File: src/design/grl_pkg.sv
// ----------------------------------------------------------------------------
// grl_pkg: glyph run layout shared types and constants
// Glyph profile record, profile lookup, CSR indices and saturation helpers.
// ----------------------------------------------------------------------------
package grl_pkg;

   typedef enum logic [2:0] {
      CSR_FONT_SIZE   = 3'd0,
      CSR_SUB_SCALE   = 3'd1,
      CSR_SUP_SCALE   = 3'd2,
      CSR_SUB_DROP    = 3'd3,
      CSR_SUP_RISE    = 3'd4,
      CSR_TRACKING    = 3'd5
   } csr_index_type;

   localparam logic [1:0] KIND_NORMAL = 2'd0;
   localparam logic [1:0] KIND_SUB    = 2'd1;
   localparam logic [1:0] KIND_SUP    = 2'd2;

   // Em metrics in Q2.14
   typedef struct packed {
      logic signed [15:0] adv;
      logic signed [15:0] il;
      logic signed [15:0] it;
      logic signed [15:0] ir;
      logic signed [15:0] ib;
      logic signed [15:0] chg;    // sign recentre offset, zero unless plus or minus
      logic [2:0]         shape;
      logic               vis;
   } glyph_type;

   // hundredths of an em to Q2.14, nearest, ties away from zero
   function automatic int em100(input int h);
      int p;
      begin
         p = h * 16384;
         em100 = (p >= 0) ? (p + 50) / 100 : (p - 50) / 100;
      end
   endfunction

   function automatic int em200(input int h);
      int p;
      begin
         p = h * 16384;
         em200 = (p >= 0) ? (p + 100) / 200 : (p - 100) / 200;
      end
   endfunction

   localparam logic signed [15:0] PAD_Q14 = 16'(em100(9));

   function automatic glyph_type mk(input int shape, input int adv, input int il,
                                    input int it, input int ir, input int ib,
                                    input int vis, input int chg_en);
      glyph_type g;
      begin
         g.adv   = 16'(em100(adv));
         g.il    = 16'(em100(il));
         g.it    = 16'(em100(it));
         g.ir    = 16'(em100(ir));
         g.ib    = 16'(em100(ib));
         g.chg   = (chg_en != 0) ? 16'(em200(-71 - (it + ib))) : 16'sd0;
         g.shape = 3'(shape);
         g.vis   = 1'(vis);
         mk = g;
      end
   endfunction

   function automatic glyph_type glyph_lookup(input logic [20:0] cp);
      glyph_type g;
      begin
         unique case (cp)
            21'h20:   g = mk(0,28,0,0,0,0,0,0);
            21'h2B:   g = mk(0,58,0,-47,58,0,1,1);
            21'h2D:   g = mk(0,33,0,-32,33,0,1,1);
            21'h28:   g = mk(0,33,0,-73,33,21,1,0);
            21'h29:   g = mk(0,33,0,-73,33,21,1,0);
            21'h5B:   g = mk(0,28,0,-73,28,22,1,0);
            21'h5D:   g = mk(0,28,0,-73,28,22,1,0);
            21'h2E:   g = mk(0,28,0,-11,28,0,1,0);
            21'h2C:   g = mk(0,28,0,-11,28,15,1,0);
            21'h2F:   g = mk(0,28,-1,-73,29,2,1,0);
            21'h2219: g = mk(1,28,0,-31,28,0,1,0);
            21'h2022: g = mk(1,35,0,-47,35,0,1,0);
            21'h41:   g = mk(0,67,0,-73,67,0,1,0);
            21'h42:   g = mk(0,67,0,-73,67,1,1,0);
            21'h43:   g = mk(1,72,0,-75,72,2,1,0);
            21'h44:   g = mk(0,72,0,-73,72,0,1,0);
            21'h45:   g = mk(0,67,0,-73,67,0,1,0);
            21'h46:   g = mk(2,61,0,-73,61,0,1,0);
            21'h47:   g = mk(1,78,0,-75,78,2,1,0);
            21'h48:   g = mk(0,72,0,-73,72,0,1,0);
            21'h49:   g = mk(0,28,0,-73,28,0,1,0);
            21'h4A:   g = mk(0,50,0,-73,50,2,1,0);
            21'h4B:   g = mk(0,67,0,-73,67,0,1,0);
            21'h4C:   g = mk(3,56,0,-73,56,0,1,0);
            21'h4D:   g = mk(0,83,0,-73,83,0,1,0);
            21'h4E:   g = mk(0,72,0,-73,72,0,1,0);
            21'h4F:   g = mk(1,78,0,-75,78,2,1,0);
            21'h50:   g = mk(2,67,0,-73,67,0,1,0);
            21'h51:   g = mk(1,78,0,-75,78,6,1,0);
            21'h52:   g = mk(0,72,0,-73,72,0,1,0);
            21'h53:   g = mk(0,67,0,-75,67,2,1,0);
            21'h54:   g = mk(0,61,0,-73,61,0,1,0);
            21'h55:   g = mk(0,72,0,-73,72,2,1,0);
            21'h56:   g = mk(0,67,0,-73,67,0,1,0);
            21'h57:   g = mk(0,94,0,-73,94,0,1,0);
            21'h58:   g = mk(0,67,0,-73,67,0,1,0);
            21'h59:   g = mk(0,67,0,-73,67,0,1,0);
            21'h5A:   g = mk(0,61,0,-73,61,0,1,0);
            21'h61:   g = mk(0,56,0,-54,56,2,1,0);
            21'h62:   g = mk(3,56,0,-73,56,2,1,0);
            21'h63:   g = mk(1,50,0,-54,50,2,1,0);
            21'h64:   g = mk(4,56,0,-73,56,2,1,0);
            21'h65:   g = mk(1,56,0,-54,56,2,1,0);
            21'h66:   g = mk(0,28,0,-73,28,0,1,0);
            21'h67:   g = mk(1,56,0,-54,56,23,1,0);
            21'h68:   g = mk(3,56,0,-73,56,0,1,0);
            21'h69:   g = mk(0,22,0,-71,22,0,1,0);
            21'h6A:   g = mk(0,22,-2,-71,22,22,1,0);
            21'h6B:   g = mk(0,50,0,-73,51,0,1,0);
            21'h6C:   g = mk(0,22,0,-73,22,0,1,0);
            21'h6D:   g = mk(0,83,0,-54,83,0,1,0);
            21'h6E:   g = mk(0,56,0,-54,56,0,1,0);
            21'h6F:   g = mk(1,56,0,-54,56,2,1,0);
            21'h70:   g = mk(0,56,0,-54,56,22,1,0);
            21'h71:   g = mk(5,56,0,-54,56,23,1,0);
            21'h72:   g = mk(0,33,0,-54,33,0,1,0);
            21'h73:   g = mk(0,50,0,-54,50,2,1,0);
            21'h74:   g = mk(0,28,0,-66,28,1,1,0);
            21'h75:   g = mk(0,56,0,-52,56,2,1,0);
            21'h76:   g = mk(0,50,0,-52,50,0,1,0);
            21'h77:   g = mk(0,72,0,-52,72,0,1,0);
            21'h78:   g = mk(0,50,0,-52,50,0,1,0);
            21'h79:   g = mk(0,50,0,-52,50,22,1,0);
            21'h7A:   g = mk(0,50,0,-52,50,0,1,0);
            21'h30:   g = mk(1,56,0,-71,56,2,1,0);
            21'h31:   g = mk(0,56,0,-71,56,0,1,0);
            21'h32:   g = mk(0,56,0,-71,56,0,1,0);
            21'h33:   g = mk(0,56,0,-71,56,2,1,0);
            21'h34:   g = mk(0,56,0,-71,56,0,1,0);
            21'h35:   g = mk(0,56,0,-70,56,2,1,0);
            21'h36:   g = mk(1,56,0,-71,56,2,1,0);
            21'h37:   g = mk(0,56,0,-70,56,0,1,0);
            21'h38:   g = mk(1,56,0,-71,56,2,1,0);
            21'h39:   g = mk(1,56,0,-71,56,2,1,0);
            default:  g = mk(0,45,3,-40,38,2,1,0);
         endcase
         glyph_lookup = g;
      end
   endfunction

   function automatic logic signed [31:0] sat32(input logic signed [35:0] v);
      begin
         if (v > 36'sd2147483647)       sat32 = 32'sh7fffffff;
         else if (v < -36'sd2147483648) sat32 = 32'sh80000000;
         else                           sat32 = v[31:0];
      end
   endfunction

endpackage

File: src/design/grl_mul.sv
// ----------------------------------------------------------------------------
// grl_mul: shared multiplier
// One signed 18 x 17 multiply a cycle with a registered product.
// ----------------------------------------------------------------------------
module grl_mul (
   input  logic               clock,
   input  logic signed [17:0] op_a,
   input  logic signed [16:0] op_b,
   output logic signed [34:0] prod_ff
);

   logic signed [34:0] prod_in;

   assign prod_in = op_a * op_b;

   always_ff @(posedge clock) begin
      prod_ff <= prod_in;
   end

endmodule

File: src/design/glyph_run_layout_unit.sv
// ----------------------------------------------------------------------------
// glyph_run_layout_unit: places one glyph per transaction along a text run
// Flow: a request moves the sequencer from IDLE through the RUN steps to HOLD,
//   where the result is presented until rsp_tready takes it; no new request is
//   accepted until then. Nine products share one multiplier, one per cycle,
//   with a final step to settle the last.
// Reset (synchronous): idle, cursor at zero, configuration registers at their defaults.
// ----------------------------------------------------------------------------
module glyph_run_layout_unit (
   input  logic         clock,
   input  logic         reset,
   // request: [20:0] codepoint, [21] run_start, [53:22] run_start_x,
   //          [85:54] run baseline, [87:86] zero
   input  logic         req_tvalid,
   output logic         req_tready,
   input  logic [87:0]  req_tdata,
   input  logic [1:0]   req_tuser,   // [1:0] script_kind
   // response: [31:0] origin_x, [63:32] glyph_baseline, [95:64] advance,
   //           [127:96] ink_left, [159:128] ink_top, [191:160] ink_right,
   //           [223:192] ink_bottom, [254:224] pad_x, [285:255] pad_y,
   //           [301:286] scaled_size, [303:302] zero
   output logic         rsp_tvalid,
   input  logic         rsp_tready,
   output logic [303:0] rsp_tdata,
   output logic [3:0]   rsp_tuser,   // [2:0] glyph outline, [3] visible
   // configuration writes
   input  logic         csr_we,
   input  logic [2:0]   csr_index,
   input  logic [15:0]  csr_wdata
);

   typedef enum logic [2:0] {
      ST_IDLE = 3'b001,
      ST_RUN  = 3'b010,
      ST_HOLD = 3'b100
   } state_type;

   localparam logic [3:0] STEP_SIZE   = 4'd0;
   localparam logic [3:0] STEP_SHIFT  = 4'd1;
   localparam logic [3:0] STEP_ADJ    = 4'd2;
   localparam logic [3:0] STEP_ADV    = 4'd3;
   localparam logic [3:0] STEP_IL     = 4'd4;
   localparam logic [3:0] STEP_IT     = 4'd5;
   localparam logic [3:0] STEP_IR     = 4'd6;
   localparam logic [3:0] STEP_IB     = 4'd7;
   localparam logic [3:0] STEP_PAD    = 4'd8;
   localparam logic [3:0] STEP_LAST   = 4'd9;

   state_type state_ff, state_in;
   logic [3:0] step_ff, step_in;

   // configuration registers
   logic [15:0] font_size_ff, sub_scale_ff, sup_scale_ff;
   logic [15:0] sub_drop_ff, sup_rise_ff, tracking_ff;

   // per-glyph working registers
   grl_pkg::glyph_type glyph_ff;
   logic [1:0]         kind_ff;
   logic               chg_en_ff;
   logic signed [31:0] baseline_ff;
   logic signed [31:0] cursor_ff;
   logic signed [31:0] origin_ff;
   logic [15:0]        size_ff;
   logic signed [31:0] shift_ff;
   logic signed [31:0] base_ff, adv_ff;
   logic signed [31:0] ink_l_ff, ink_t_ff, ink_r_ff, ink_b_ff;
   logic [30:0]        pad_ff;

   logic               req_fire;
   logic [1:0]         kind_norm;
   logic signed [31:0] rsx;
   logic signed [17:0] op_a;
   logic signed [16:0] op_b;
   logic signed [34:0] prod_ff;
   logic signed [34:0] rnd_w;
   logic signed [35:0] rnd_x;
   logic [34:0]        size_w;
   logic [15:0]        size_sat;
   logic [3:0]         prev_step;

   assign req_tready = (state_ff == ST_IDLE);
   assign req_fire   = req_tvalid && req_tready;
   assign rsp_tvalid = (state_ff == ST_HOLD);

   // script kind three behaves as normal
   assign kind_norm = (req_tuser == 2'd3) ? grl_pkg::KIND_NORMAL : req_tuser;
   assign rsx       = req_tdata[53:22];

   // ---------------- sequencer ----------------
   always_comb begin
      state_in = state_ff;
      step_in  = step_ff;
      unique case (state_ff)
         ST_IDLE: begin
            if (req_fire) begin
               state_in = ST_RUN;
               step_in  = STEP_SIZE;
            end
         end
         ST_RUN: begin
            step_in = step_ff + 4'd1;
            if (step_ff == STEP_LAST) begin
               state_in = ST_HOLD;
            end
         end
         ST_HOLD: begin
            if (rsp_tready) begin
               state_in = ST_IDLE;
            end
         end
         default: begin
            state_in = ST_IDLE;
         end
      endcase
   end

   always_ff @(posedge clock) begin
      if (reset) begin
         state_ff <= ST_IDLE;
         step_ff  <= STEP_SIZE;
      end else begin
         state_ff <= state_in;
         step_ff  <= step_in;
      end
   end

   // ---------------- configuration ----------------
   always_ff @(posedge clock) begin
      if (reset) begin
         font_size_ff <= 16'd1024;
         sub_scale_ff <= 16'd11469;
         sup_scale_ff <= 16'd11469;
         sub_drop_ff  <= 16'd3277;
         sup_rise_ff  <= 16'd6554;
         tracking_ff  <= 16'd0;
      end else if (csr_we) begin
         unique case (csr_index)
            grl_pkg::CSR_FONT_SIZE: font_size_ff <= csr_wdata;
            grl_pkg::CSR_SUB_SCALE: sub_scale_ff <= csr_wdata;
            grl_pkg::CSR_SUP_SCALE: sup_scale_ff <= csr_wdata;
            grl_pkg::CSR_SUB_DROP:  sub_drop_ff  <= csr_wdata;
            grl_pkg::CSR_SUP_RISE:  sup_rise_ff  <= csr_wdata;
            grl_pkg::CSR_TRACKING:  tracking_ff  <= csr_wdata;
            default: ;   // drop writes beyond the register list
         endcase
      end
   end

   // ---------------- operand select ----------------
   // Zero operands stand in for terms that do not apply; they round to zero.
   always_comb begin
      op_a = 18'sd0;
      op_b = {1'b0, size_ff};
      case (step_ff)
         STEP_SIZE: begin
            op_a = {2'b00, font_size_ff};
            case (kind_ff)
               grl_pkg::KIND_SUB: op_b = {1'b0, sub_scale_ff};
               grl_pkg::KIND_SUP: op_b = {1'b0, sup_scale_ff};
               default:           op_b = 17'sd16384;
            endcase
         end
         STEP_SHIFT: begin
            op_b = {1'b0, font_size_ff};
            case (kind_ff)
               grl_pkg::KIND_SUB: op_a = 18'(signed'(sub_drop_ff));
               grl_pkg::KIND_SUP: op_a = 18'(signed'(sup_rise_ff));
               default:           op_a = 18'sd0;
            endcase
         end
         STEP_ADJ: op_a = (chg_en_ff) ? 18'(glyph_ff.chg) : 18'sd0;
         STEP_ADV: op_a = 18'(glyph_ff.adv) + 18'(signed'(tracking_ff));
         STEP_IL:  op_a = 18'(glyph_ff.il);
         STEP_IT:  op_a = 18'(glyph_ff.it);
         STEP_IR:  op_a = 18'(glyph_ff.ir);
         STEP_IB:  op_a = 18'(glyph_ff.ib);
         STEP_PAD: op_a = (glyph_ff.vis) ? 18'(grl_pkg::PAD_Q14) : 18'sd0;
         default:  op_a = 18'sd0;
      endcase
   end

   grl_mul u_mul (
      .clock   (clock),
      .op_a    (op_a),
      .op_b    (op_b),
      .prod_ff (prod_ff)
   );

   // ---------------- product settle ----------------
   // Round half up by a sixteenth for pixel terms.
   assign rnd_w     = (prod_ff + 35'sd8) >>> 4;
   assign rnd_x     = 36'(rnd_w);
   assign size_w    = prod_ff + 35'd8192;
   assign size_sat  = (|size_w[34:30]) ? 16'hffff : size_w[29:14];
   assign prev_step = step_ff - 4'd1;

   always_ff @(posedge clock) begin
      if (reset) begin
         cursor_ff <= 32'sd0;
      end else if (req_fire && req_tdata[21]) begin
         cursor_ff <= rsx;
      end else if (state_ff == ST_RUN && prev_step == STEP_ADV && step_ff != STEP_SIZE) begin
         cursor_ff <= grl_pkg::sat32(36'(origin_ff) + rnd_x);
      end
   end

   always_ff @(posedge clock) begin
      if (req_fire) begin
         glyph_ff    <= grl_pkg::glyph_lookup(req_tdata[20:0]);
         kind_ff     <= kind_norm;
         chg_en_ff   <= (kind_norm != grl_pkg::KIND_NORMAL);
         baseline_ff <= req_tdata[85:54];
         origin_ff   <= (req_tdata[21]) ? rsx : cursor_ff;
      end
      if (state_ff == ST_RUN && step_ff != STEP_SIZE) begin
         case (prev_step)
            STEP_SIZE:  size_ff  <= size_sat;
            STEP_SHIFT: shift_ff <= (kind_ff == grl_pkg::KIND_SUB) ? rnd_w[31:0]
                                                                   : -rnd_w[31:0];
            STEP_ADJ:   base_ff  <= grl_pkg::sat32(36'(baseline_ff) + 36'(shift_ff) + rnd_x);
            STEP_ADV:   adv_ff   <= grl_pkg::sat32(rnd_x);
            STEP_IL:    ink_l_ff <= grl_pkg::sat32(36'(origin_ff) + rnd_x);
            STEP_IT:    ink_t_ff <= grl_pkg::sat32(36'(base_ff) + rnd_x);
            STEP_IR:    ink_r_ff <= grl_pkg::sat32(36'(origin_ff) + rnd_x);
            STEP_IB:    ink_b_ff <= grl_pkg::sat32(36'(base_ff) + rnd_x);
            STEP_PAD:   pad_ff   <= rnd_w[30:0];
            default: ;
         endcase
      end
   end

   // ---------------- response ----------------
   assign rsp_tdata = {2'b00, size_ff, pad_ff, pad_ff, ink_b_ff, ink_r_ff, ink_t_ff,
                       ink_l_ff, adv_ff, base_ff, origin_ff};
   assign rsp_tuser = {glyph_ff.vis, glyph_ff.shape};

`ifndef SYNTHESIS
   a_fire_starts_run: assert property (@(posedge clock) disable iff (reset)
      req_fire |=> (state_ff == ST_RUN) && (step_ff == STEP_SIZE))
      else $error("request transaction did not start the sequencer");

   a_step_bound: assert property (@(posedge clock) disable iff (reset)
      (state_ff == ST_RUN) |-> (step_ff <= STEP_LAST))
      else $error("sequencer step out of range");

   a_hidden_no_pad: assert property (@(posedge clock) disable iff (reset)
      (rsp_tvalid && !glyph_ff.vis) |-> (pad_ff == 31'd0))
      else $error("invisible glyph carries padding");

   a_run_to_hold: assert property (@(posedge clock) disable iff (reset)
      ((state_ff == ST_RUN) && (step_ff == STEP_LAST)) |=> rsp_tvalid)
      else $error("last step did not present a result");
`endif

endmodule
File: config.mk
export PLATFORM = sky130hd
export DESIGN_NAME = glyph_run_layout_unit
export DESIGN_NICKNAME = d
export VERILOG_FILES = /design/src/design/grl_pkg.sv /design/src/design/grl_mul.sv /design/src/design/glyph_run_layout_unit.sv
export SDC_FILE = /design/constraint.sdc
export NUM_CORES = 2
export LEC_CHECK = 0
export BUFFER_PORTS_ARGS = -buffer_cell sky130_fd_sc_hd__buf_4
export CAP_MARGIN = 20
export CORE_ASPECT_RATIO = 0.7
export CORE_MARGIN = 2
export CORE_UTILIZATION = 45
export DETAILED_ROUTE_END_ITERATION = 12
export GPL_TIMING_DRIVEN = 0
export PLACE_DENSITY_LB_ADDON = 0.15
export REMOVE_ABC_BUFFERS = 1
export SYNTH_ARGS = -nofsm -noshare
export SYNTH_HDL_FRONTEND = slang
export SYNTH_SLANG_ARGS = --single-unit
File: constraint.sdc
create_clock -name clock -period 11.1 [get_ports clock]
set_input_delay 1.665 -clock clock [delete_from_list [all_inputs] [get_ports clock]]
set_output_delay 1.665 -clock clock [all_outputs]
set_load 0.01 [all_outputs]
==> metrics.txt <==
grt peak-use layer met1; post-synthesis compound-gate area fraction 13.54%; Layout Nets 5,384; die outline area 96,570 µm²; I/O pin total 424; number of setup buffers added after CTS 0; GP Congestion 0.9458; clock latency at the later pin of the worst-skew pair 700 ps; Max VDD drop 0.1257 mV; crit path buf inv count 5; Reg area 15,380 µm²; MaxCap Viol Count 0; RR Endpoint u_mul.prod_ff[34]; post-route antenna net violation count 0; final std cells w/o fill 6,046; global route total overflow 0; Resized Gates After CTS 0; CP startpoint kind flip-flop; CTS root buf clkbuf_16; Peak Freq 96.48 MHz; Vias/cell 5.547; Tcrit/Tclk final 93.38%; Rows 94; number of flops mapped to enable cells by yosys 401; ys flop type edfxtp_1; XOR/XNOR Fraction of Synth Area 4.552%; Rel. slew slack 1.051%; WP data arrival 10,900 ps; largest family of logic cells by synthesized area adder cells; die height 260.6 µm; Reg clk slew, reported paths 60 ps; area of the mapped netlist 42,330 µm²; number of global-route vias before repair 31,640; adder-cell share of the synthesized area 21.83%; worst endpoint required time 11,630 ps; Total Routed Length 131.0 mm; cts hold-fix bufs 0; Crit Path Category reg -> reg; Final WS setup 735.3 ps; Crit path depth 28; clock tree from TritonCTS built; Initial DRC Count 3,304; initial core utilization 45.21%; DR vias 33,540; reg2reg start step_ff[0]; Worst Hold Depth 2; Slew Limit Fails 0; area grow syn2layout 15.26%; most common cell after layout, fill and taps aside inv_1; met1 usage 40.13%; min Tclk post-route 10,360 ps; largest net degree at the start of global routing 80; dpl hpwl 102.6 mm; Worst Skew 87.25 ps; met3 usage 4.317%; outcome finished clean; Final setup viols 0; dominant cell type by area after synthesis edfxtp_1; Finished Cell Area 48,790 µm²; Slowest-stage cell, CP a221oi_1; drt drc 0; PortBufs 419; post-synthesis mux area share 1.147%; Synth top area share 28.45%; Netlist cell types 102; synth warn 0; Power per Cell Area 116.8 nW/µm²; placed cell count 5,924; initial antenna violation count 8; share of layout cells above drive strength 1 14.00%; Worst R2R Setup Slack 740 ps; Clock Tree Buf Depth 3; RSZ-0062 raised after global routing false; async set-or-reset flop fraction in the synthesized netlist 0%; Die Wd 370.6 µm; Synth Area in Simple Gates 14.73%; CTS Buf Count 58; GRT Total Usage 26.68%; hold crit path type reg -> reg; Critical Path Max Stage Delay 1090 ps; met2 Resource Use GR 39.87%; final hold violation count 0; Multi-input gate area 23,790 µm²; R2R cell count 28; number of H-tree levels 2; dpl ws 589.2 ps; Crit Path Max Fanout 17; Fin Hold WS 455.0 ps; #FFs+latches synth 568; # fillers 8,659; Worst Hold Endpoint sub_scale_ff[12]; Leakage 21.21 nW; first-pass detailed-route iteration total 7; hold_sp sub_scale_ff[12]; syn avg cell area 9.523 µm²; most used cell, CP fa_1; Top Family by Delay on Critical Path adder cells; wire per inst 21.66 µm; Num Clock Sinks 568; Synth area leaders edfxtp_1 28%, fa_1 15%, dfxtp_1 7.9%; first-pass GRT wire length 196.4 mm; Syn Inst Count 4,445; placed cell areas 46,730 µm²; most frequent cells in the layout 601 x inv_1, 565 x nand2_1, 439 x buf_4; actual slew at the worst max-slew pin 1484 ps; register area share after synthesis 36.35%; Setup crit end kind flip-flop; Overall Power 5.696 mW; Core Footprint 93,620 µm²
-- worst register-to-register path: cells and delay by family, from the launching register on --
family                   cells  cell delay [ps]
AO/OA/AOI/OAI                9             3230
XOR/XNOR                     1              300
adder cells (fa/ha/maj)      8             3750
buffers and inverters        5              590
flip-flops                   1              530
AND/OR/NAND/NOR              5             1870
-- cells in the mapped netlist (14+ instances only) --
library cell / instances
inv_1: 602
nand2_1: 565
edfxtp_1: 401
nor2_1: 321
fa_1: 319
a21oi_1: 259
ha_1: 209
o21ai_0: 173
dfxtp_1: 167
clkbuf_1: 163
xnor2_1: 149
nand3_1: 85
a21o_1: 71
xor2_1: 71
nor3_1: 55
a22oi_1: 50
a31oi_1: 47
buf_4: 39
nand3b_1: 39
and3_1: 38
mux2_2: 34
a211oi_1: 33
o211ai_1: 32
nand4_1: 30
nor2b_1: 30
and2_1: 29
nand2b_1: 29
or3_1: 25
maj3_1: 24
a221oi_1: 21
buf_1: 21
nor4_1: 20
o21a_1: 19
o21bai_1: 19
a221o_1: 18
or4_1: 16
o31ai_1: 14
-- cells by family after synthesis --
logic type	after synthesis
simple gates	1340
compound gates	881
buf+inv	840
flops	568
fa+ha+maj	552
xor+xnor	220
mux	43
other cells	1
-- metrics by stage --
step	TNS (ps)	utilization, %
2_1_floorplan	0	-
3_3_place_gp	-3263	49.12
3_5_place_dp	0	49.92
4_1_cts	0	52.01
5_1_grt	0	52.11
6_report	0	52.11
-- layout make-up --
type	count	share of cell area (%)
multi-input combinational	3038	48.77
clock buffer	78	3.362
timing repair buffer	471	7.804
antenna	6	0.03077
inverter	605	4.655
tap	1248	3.201
sequential	568	31.53
clock inverter	32	0.6488
-- per-layer routing --
| layer | wire length [µm] | vias up |
|---|---|---|
| li1 | - | 15700 |
| met1 | 60570 | 16350 |
| met2 | 56460 | 1308 |
| met3 | 10590 | 175 |
| met4 | 3346 | 4 |
| met5 | 14 | - |
-- registers in the layout, summed over array words and instances (netlist names), 31 cells and up --
name / flops
u_mul.prod_ff: 32
shift_ff: 32
ink_r_ff: 32
adv_ff: 32
base_ff: 32
origin_ff: 32
ink_b_ff: 32
cursor_ff: 32
glyph_ff: 60
ink_t_ff: 32
pad_ff: 31
baseline_ff: 32
ink_l_ff: 32
-- worst max-delay path by stage --
stage / start / end / slack (ps)
2_1_floorplan: step_ff[0] / u_mul.prod_ff[32] / 2250
3_3_place_gp: step_ff[0] / u_mul.prod_ff[34] / -880
3_5_place_dp: step_ff[0] / u_mul.prod_ff[34] / 590
4_1_cts: step_ff[0] / u_mul.prod_ff[34] / 650
5_1_grt: step_ff[0] / u_mul.prod_ff[34] / 240
6_report: step_ff[0] / u_mul.prod_ff[34] / 740
-- report_power, final --
group          total (mW)  switching (mW)  internal (mW)  leakage (nW)
sequential           2.43          0.0489           2.38          5.02
combinational        1.23           0.768          0.465          15.2
clock                2.03           0.913           1.12         0.948
total                5.70            1.73           3.97          21.2
Note: power is estimated with default switching activity, not from simulation.
